--- config.mk ---
export PLATFORM = sky130hd
export DESIGN_NAME = gcsrf_clip
export DESIGN_NICKNAME = d
export VERILOG_FILES = /design/src/gcsrf_pkg.sv /design/src/gcsrf_clip.sv
export SDC_FILE = /design/constraint.sdc
export NUM_CORES = 1
export LEC_CHECK = 0
export ABC_AREA = 1
export BUFFER_PORTS_ARGS = -buffer_cell sky130_fd_sc_hd__buf_2
export CAP_MARGIN = 20
export CORE_MARGIN = 1.5
export CORE_UTILIZATION = 55
export DETAILED_ROUTE_END_ITERATION = 8
export PLACE_DENSITY = 0.92
export SLEW_MARGIN = 10
export SYNTH_ARGS = -nofsm -noshare
export SYNTH_HDL_FRONTEND = slang
export SYNTH_SLANG_ARGS = --single-unit
export TNS_END_PERCENT = 30
--- constraint.sdc ---
create_clock -name vclk -period 6.42
set_input_delay 0.321 -clock vclk [all_inputs]
set_output_delay 0.321 -clock vclk [all_outputs]
set_load 0.1 [all_outputs]
--- src/gcsrf_pkg.sv ---
// Shared constants, types and address helper for the grid cell store with rectangle fill.
`default_nettype none
package gcsrf_pkg;

   localparam int MAX_WIDTH  = 64;
   localparam int MAX_HEIGHT = 64;
   localparam int VALUE_BITS = 16;

   localparam int MAX_DIM   = (MAX_WIDTH > MAX_HEIGHT) ? MAX_WIDTH : MAX_HEIGHT;
   localparam int COL_BITS  = $clog2(MAX_WIDTH);
   localparam int ROW_BITS  = $clog2(MAX_HEIGHT);
   localparam int IDX_BITS  = $clog2(MAX_DIM);
   localparam int DEPTH     = MAX_WIDTH * MAX_HEIGHT;
   localparam int ADDR_BITS = $clog2(DEPTH);
   localparam int SPAN_BITS = ($clog2(MAX_DIM + 1) > 9) ? $clog2(MAX_DIM + 1) : 9;
   localparam int CALC_BITS = SPAN_BITS + 2;

   localparam int ACTION_BITS    = 2;
   localparam int COORD_BITS     = 8;
   localparam int DATA_BITS      = 16;
   localparam int SIZE_BITS      = 7;
   localparam int ORG_BITS       = 6;
   localparam int CSR_INDEX_BITS = 2;
   localparam int CSR_DATA_BITS  = 7;
   localparam int REQ_DATA_BITS  = 4 * COORD_BITS + DATA_BITS;

   typedef enum logic [ACTION_BITS-1:0] {
      ACT_READ  = 2'd0,
      ACT_WRITE = 2'd1,
      ACT_FILL  = 2'd2
   } action_type;

   typedef enum logic [CSR_INDEX_BITS-1:0] {
      CSR_GRID_WIDTH  = 2'd0,
      CSR_GRID_HEIGHT = 2'd1,
      CSR_ORIGIN_COL  = 2'd2,
      CSR_ORIGIN_ROW  = 2'd3
   } csr_index_type;

   typedef enum logic [2:0] {
      ST_CLEAR,
      ST_IDLE,
      ST_DECODE,
      ST_RDWAIT,
      ST_FILL,
      ST_DONE
   } state_type;

   typedef struct packed {
      logic [IDX_BITS-1:0] first;
      logic [IDX_BITS-1:0] last;
      logic                empty;
   } span_type;

   function automatic logic [ADDR_BITS-1:0] cell_addr(input logic [ROW_BITS-1:0] row,
                                                      input logic [COL_BITS-1:0] col);
      return ADDR_BITS'(row) * ADDR_BITS'(MAX_WIDTH) + ADDR_BITS'(col);
   endfunction

endpackage
`default_nettype wire

--- src/gcsrf_clip.sv ---
// Span normalizer: map a signed corner and extent to array indexes and clip to the grid.
`default_nettype none
module gcsrf_clip (
   input  logic signed [gcsrf_pkg::COORD_BITS-1:0] corner,
   input  logic signed [gcsrf_pkg::COORD_BITS-1:0] extent,
   input  logic        [gcsrf_pkg::ORG_BITS-1:0]   origin,
   input  logic        [gcsrf_pkg::SPAN_BITS-1:0]  limit,
   output gcsrf_pkg::span_type                     span
);
   import gcsrf_pkg::*;

   localparam logic signed [CALC_BITS-1:0] CALC_ONE  = CALC_BITS'(1);
   localparam logic signed [CALC_BITS-1:0] CALC_ZERO = CALC_BITS'(0);

   logic signed [CALC_BITS-1:0] corner_ext;
   logic signed [CALC_BITS-1:0] extent_ext;
   logic signed [CALC_BITS-1:0] lim;
   logic signed [CALC_BITS-1:0] base;
   logic signed [CALC_BITS-1:0] size;
   logic signed [CALC_BITS-1:0] lo;
   logic signed [CALC_BITS-1:0] hi;
   logic signed [CALC_BITS-1:0] lo_clip;
   logic signed [CALC_BITS-1:0] hi_clip;

   always_comb begin
      corner_ext = CALC_BITS'(corner);
      extent_ext = CALC_BITS'(extent);
      lim        = CALC_BITS'(limit);
      // flip a negative extent so the span grows rightward from its low end
      if (extent_ext < CALC_ZERO) begin
         base = corner_ext + extent_ext + CALC_ONE;
         size = CALC_ZERO - extent_ext;
      end else begin
         base = corner_ext;
         size = extent_ext;
      end
      lo = base + CALC_BITS'(origin);
      hi = lo + size;
      priority if (lo < CALC_ZERO) begin
         lo_clip = CALC_ZERO;
      end else if (lo > lim) begin
         lo_clip = lim;
      end else begin
         lo_clip = lo;
      end
      priority if (hi > lim) begin
         hi_clip = lim;
      end else if (hi < CALC_ZERO) begin
         hi_clip = CALC_ZERO;
      end else begin
         hi_clip = hi;
      end
      span.empty = (hi_clip <= lo_clip);
      span.first = IDX_BITS'(lo_clip);
      span.last  = IDX_BITS'(hi_clip - CALC_ONE);
   end

endmodule
`default_nettype wire

After elaboration in Yosys (flattened, before gate mapping). Index checks and enable logic that the tools add are counted.

Register bits after elaboration: 0. Input port bits: 31. Output and inout bits: 13. Logic and storage cells: 18.

Add/subtract/negate cells: 6. $lt $le $gt $ge: 6. Muxes and demuxes: 6.

Operators with widths (count): $mux 11 (6); $gt 11x10->1 (2); $lt 11x1->1 const B (2); $add 11x11->11 (1); $add 11x6->11 (1); $le 11x11->1 (1); $add 9x2->10 const B (1); $add 8x8->9 (1); $sub 1x8->9 const A (1); $lt 8x1->1 const B (1); $sub 6x2->6 const B (1).

Logic depth before layout (Yosys ltp). Gate-level depths: netlist of the first run.

Word-level depth: 9. Gate-level depth with buffers: 47. Depth with buffers taken out: 46.

Worst setup path after synthesis of the first run. OpenSTA, ideal clock, no wires.

Kind: input port to output port. Start point: input port extent[1] (netlist bit). End point: output port span[0] (netlist bit). Arrival: 8942 ps. Slack: -2843 ps. Stages: 28. Cell sequence: inv_1 -> ha_1 -> nand2_1 -> nor2_1 -> nor2_1 -> nand2_2 -> nand2_4 -> inv_2 -> clkbuf_1 -> or2_2 -> o21ai_0 -> inv_1 -> fa_1 -> nand3b_1 -> nand2_1 -> a31oi_1 -> nor2_2 -> nand2_4 -> and2_1 -> ha_1 -> nand2_1 -> o41ai_1 -> nand2_2 -> a21oi_1 -> inv_1 -> ha_1 -> nand2_1 -> o41ai_1.

RTL lines: start, declared (RTL line gcsrf_clip.sv:5) `input logic signed [gcsrf_pkg::COORD_BITS-1:0] extent,`; end, declared (RTL line gcsrf_clip.sv:8) `output gcsrf_pkg::span_type span`.

==> impl_metrics.py, run 1 <==
metrics = {
    "logic_synthesis": {
        "avgSynthCellArea_um2": 6.17,
        "yosysSeqAreaShare": 0,
        "synth_nets": 516,
        "yosysMostFrequentCell": "nand2_1",
        "yosys.cell_types.count": 42,
        "synth_common_cells": "92 x nand2_1, 72 x inv_1, 56 x ha_1, 30 x a21oi_1, 24 x nand3_1",
        "synth_cells": 426,
        "yosys.area.top_type": "ha_1",
        "synth_area_leaders": "ha_1 27%, nand2_1 13%, inv_1 10%",
        "synth.top_cell.area_share": 0.266,
        "synth_warnings": 0,
        "syn_area_um2": 2630,
    },
    "timing": {
        "tns_ps": -314,
        "finalHoldWorstSlack_ps": 1250,
        "post-route-min-period_ps": 6730,
        "timing.fmax_mhz": 149,
        "setup_ws_ps": -314,
        "hold_violations": 0,
        "tightest_slew_ps": 485,
        "setup_viol": 1,
        "fin_crit_sh": 1.05,
        "slew_headroom": 0.674,
        "slew_viol_final": 0,
        "rsz0062_at_grt": "yes",
    },
    "grt": {
        "grt_util_all_layers": 0.272,
        "grt_max_degree": 15,
        "grt_pass1_wl_um": 12000,
        "grt_pass1_vias": 2846,
        "antenna_found_initial": 0,
        "grt_overflow": 0,
    },
    "die": {
        "start_util": 0.588,
        "die_h_um": 72.2,
        "pin_count": 44,
        "die_area_um2": 5210,
        "fp.dieW_um": 72.2,
        "core_area_um2": 4470,
        "rows": 24,
    },
    "setup_path": {
        "crit_path_top_delay_cell": "fa_2",
        "cp.required_ps": 6100,
        "cp-start-kind": "input port",
        "critPathMaxStageDelay_ps": 350,
        "critPathMostFrequentCell": "nand2_2",
        "criticalPathCategory": "input port to primary output",
        "worstPathMaxFanout": 6,
        "worstPathArrival_ps": 6410,
        "endpoint_kind": "primary output",
    },
    "route": {
        "ant_nets": 0,
        "wl_per_cell_um": 18.9,
        "firstDrtPassIters": 9,
        "finalWirelength_um": 10300,
        "drt-vias-per-instance": 6.53,
        "drc": 1,
        "num_vias": 3548,
        "drt-initial-drc-count": 442,
    },
    "place": {
        "dp_slack_ps": -292,
        "place.port_buffers": 44,
        "hpwl_um": 5840,
        "routabilityCongestion": 0.905,
    },
    "final_layout": {
        "n_clock_buffer": 0,
        "design.seq.count": 0,
        "area_growth_pct": 36.1,
        "nNetsFinal": 583,
        "seq_area_um2": 0,
        "drive_above_1_share": 0.385,
        "antennaDiodeCount": 0,
    },
    "status": {
        "violations": "design-rule violations, negative setup slack",
        "outcome": "finished, violations left",
    },
    "power": {
        "comb_power_share": 1.000,
        "p_int_w": 0.000535,
        "power.total_w": 0.00169,
        "clockPowerShare": 0,
        "p_sw_w": 0.00115,
        "ir_drop_mv": 0.445,
        "p_per_area_nw_per_um2": 472,
        "seqPwrFrac": 0,
        "power.leakage_nw": 1.88,
        "switching_share": 0.683,
    },
    "flow_run": {
        "cap_violations": 0,
    },
    "worst_hold_path": {
        "min_to": "span[11]",
        "whs_path_depth": 4,
        "hold_class": "input port to primary output",
        "hold_start": "limit[4]",
    },
    "cts": {
        "cts_hold_buffers": 0,
    },
}
-- worst max-delay path: cells and delay by family --
kind	cells	cell delay (ps)
adder cells (fa/ha/maj)	6	1480
AO/OA/AOI/OAI	8	1120
AND/OR/NAND/NOR	21	2410
buffers and inverters	10	850
XOR/XNOR	1	180
-- cell usage in the layout (no fill, tap or decap), types with 3 or more instances in the layout --
master	instances
nor2_2	8
xnor2_1	4
inv_1	61
inv_2	15
o21ai_0	9
ha_4	12
buf_4	23
nand3_1	24
buf_2	40
nand2_2	25
a21oi_1	18
a21oi_2	11
nand3_2	4
fa_2	3
nand2_4	5
xor2_1	14
buf_6	4
a31oi_1	6
o21ai_4	6
xor2_2	4
o21ai_2	6
nand4_1	5
ha_1	43
nor2_1	15
nand2_1	75
o21ai_1	14
-- cells by family after synthesis --
family / after synthesis / share of synthesized area
compound gates: 84 / 0.190
xor+xnor: 23 / 0.0794
fa+ha+maj: 59 / 0.289
buf+inv: 85 / 0.130
other cells: 2 / 0.00286
simple gates: 173 / 0.308
-- worst max-delay path by stage --
stage                          from       to  slack (ps)  cells past startpoint
after floorplan           extent[1]  span[0]         -20                     36
after global placement    extent[1]  span[0]        -100                     46
after detailed placement  extent[1]  span[0]        -290                     45
after CTS                 extent[1]  span[0]           8                     47
after global routing      extent[1]  span[0]        -520                     45
final                     extent[1]  span[0]        -310                     46
-- layout make-up --
| type | count | area, µm² |
|---|---|---|
| Timing Repair Buffer | 69 | 453 |
| Timing Repair inverter | 1 | 6.26 |
| Tap cell | 52 | 65.1 |
| Inverter | 80 | 327 |
| Fill cell | 248 | 895 |
| Multi-Input combinational cell | 341 | 2730 |
-- power groups by stage --
| stage | sequential (W) | clock, W | combinational [W] |
|---|---|---|---|
| after floorplan | 0 | 0 | 0.00107 |
| after CTS | 0 | 0 | 0.00136 |
| after detailed placement | 0 | 0 | 0.00132 |
| after global routing | 0 | 0 | 0.00176 |
| final | 0 | 0 | 0.00169 |
| after global placement | 0 | 0 | 0.00128 |
-- per-layer routing --
metal,wire (µm),track usage,part of all wire,vias up
met1,3810,0.368,0.37,1602
met2,4620,0.484,0.45,325
met5,0,0,0,-
li1,-,-,-,1527
met4,693,0.0440,0.067,0
met3,1160,0.0153,0.11,94
-- per-stage QoR --
step                      cell area (µm²)  cells   util
final                                3580    543  0.800
after global routing                 3580    543  0.800
after CTS                            3200    529  0.716
after detailed placement             3130    526  0.699
after global placement               3130    526  0.699
after floorplan                      2810    426      -
-- timing repair --
item,in CTS,in global routing
setup endpoints to repair,1,6
pin swaps,3,45
gates cloned,0,1
resized for setup,13,74
setup buffers,3,13
Note: power is estimated with default switching activity, not from simulation.
==> inputs of run 2 (changes only) <==
--- a/config.mk
+++ b/config.mk
@@ -11,6 +11,7 @@
 export CORE_MARGIN = 1.5
 export CORE_UTILIZATION = 55
 export DETAILED_ROUTE_END_ITERATION = 8
+export GPL_TIMING_DRIVEN = 0
 export PLACE_DENSITY = 0.92
 export SLEW_MARGIN = 10
 export SYNTH_ARGS = -nofsm -noshare
==> impl_metrics.py, run 2 (same netlist as run 1, synthesis figures left out) <==
metrics = {
    "status": {
        "outcome": "finished, violations left",
        "violations": "negative setup slack",
    },
    "cts": {
        "cts_hold_buffers": 0,
    },
    "worst_hold_path": {
        "hold_start": "limit[4]",
        "whs_path_depth": 4,
        "hold_class": "input port to primary output",
    },
    "die": {
        "die_area_um2": 5210,
        "fp.dieW_um": 72.2,
        "die_h_um": 72.2,
        "rows": 24,
        "start_util": 0.588,
        "core_area_um2": 4470,
        "pin_count": 44,
    },
    "timing": {
        "tightest_slew_ps": 692,
        "setup_ws_ps": -294,
        "slew_viol_final": 0,
        "fin_crit_sh": 1.05,
        "rsz0062_at_grt": "yes",
        "setup_viol": 3,
        "post-route-min-period_ps": 6710,
        "timing.fmax_mhz": 149,
        "hold_violations": 0,
        "slew_headroom": 0.534,
    },
    "power": {
        "p_sw_w": 0.00117,
        "comb_power_share": 1.000,
        "seqPwrFrac": 0,
        "p_per_area_nw_per_um2": 471,
        "power.leakage_nw": 1.95,
        "clockPowerShare": 0,
        "ir_drop_mv": 0.378,
        "switching_share": 0.677,
        "p_int_w": 0.000561,
        "power.total_w": 0.00174,
    },
    "setup_path": {
        "cp-start-kind": "input port",
        "crit_path_top_delay_cell": "fa_1",
        "cp.required_ps": 6100,
        "worstPathMaxFanout": 6,
        "crit_start": "extent[4]",
        "worstPathArrival_ps": 6390,
        "crit_buf_inv": 8,
        "criticalPathCategory": "input port to primary output",
        "critPathMaxStageDelay_ps": 570,
        "endpoint_kind": "primary output",
        "path_delay_family": "adder cells",
        "crit_cells": 36,
    },
    "route": {
        "ant_nets": 0,
        "drt-vias-per-instance": 6.58,
        "drt-met1-wl_um": 3890,
        "drc": 0,
        "dr_wl_met3_um": 1140,
        "finalWirelength_um": 10700,
        "wl_met2_um": 4830,
        "highest_layer": "met4",
        "num_vias": 3627,
        "firstDrtPassIters": 6,
        "drt-initial-drc-count": 446,
        "wl_per_cell_um": 19.5,
    },
    "place": {
        "dp_slack_ps": -819,
        "hpwl_um": 5630,
        "routabilityCongestion": 0.964,
        "dp_cells": 522,
        "place.port_buffers": 44,
    },
    "final_layout": {
        "finalNonFillerCells": 551,
        "design.seq.count": 0,
        "area_growth_pct": 40.2,
        "fill_cells": 250,
        "drive_above_1_share": 0.407,
        "mostFrequentLayoutCell": "nand2_1",
        "nNetsFinal": 591,
        "layout.cells.most_common_list": "74 x nand2_1, 65 x inv_1, 43 x ha_1",
        "seq_area_um2": 0,
        "n_clock_buffer": 0,
        "multi_input_area_um2": 2760,
        "antennaDiodeCount": 0,
    },
    "grt": {
        "antenna_found_initial": 0,
        "grt_util_all_layers": 0.276,
        "grt_overflow": 0,
        "grt_pass1_wl_um": 12000,
        "grt_pass1_vias": 2781,
        "grt_max_degree": 11,
    },
    "flow_run": {
        "cap_violations": 0,
    },
}
run 2: cell count changes in the layout (fill, tap and decap cells not counted), sizes merged:
cell / before / now
buf: 69 / 77
run 2: repair_timing:
item | 4_1_cts | 5_1_grt
pin swaps | 14 | 49
resized for setup | 22 | 73
setup buffers | 12 | 17
endpoints found under the setup margin | 3 | 5
cloned | 0 | 1
run 2: layout make-up:
class	instances	share of cell area
repair buffers	73	0.129
well taps	52	0.0176
plain buffers	4	0.0126
repair inverters	1	0.00170
inverters	80	0.0892
multi-input cells	341	0.750
run 2: through the flow:
stage | area, µm² | TNS (ps) | utilization | hold WS (ps)
after floorplan | 2810 | -24.7 | - | 947
after global placement | 3100 | -674 | 0.693 | 1230
after detailed placement | 3100 | -887 | 0.693 | 1230
after CTS | 3260 | 0 | 0.728 | 1230
after global routing | 3690 | -796 | 0.824 | 1250
final | 3690 | -420 | 0.824 | 1250
run 2: worst paths after layout:
| path | endpoint | slack, ps |
|---|---|---|
| worst min-delay path | span[11] | 1250 |
| worst max-delay path | span[0] | -290 |
run 2: layer usage:
layer,vias to the layer above,GRT usage
met3,127,0.0139
met5,-,0
met4,0,0.0356
met2,325,0.481
li1,1549,-
met1,1626,0.385
run 2: power by group through the flow:
stage | registers (W) | logic (W) | clock network, W
floorplan | 0 | 0.00107 | 0
global placement | 0 | 0.00125 | 0
detailed placement | 0 | 0.00128 | 0
CTS | 0 | 0.00138 | 0
global route | 0 | 0.00181 | 0
finish | 0 | 0.00174 | 0
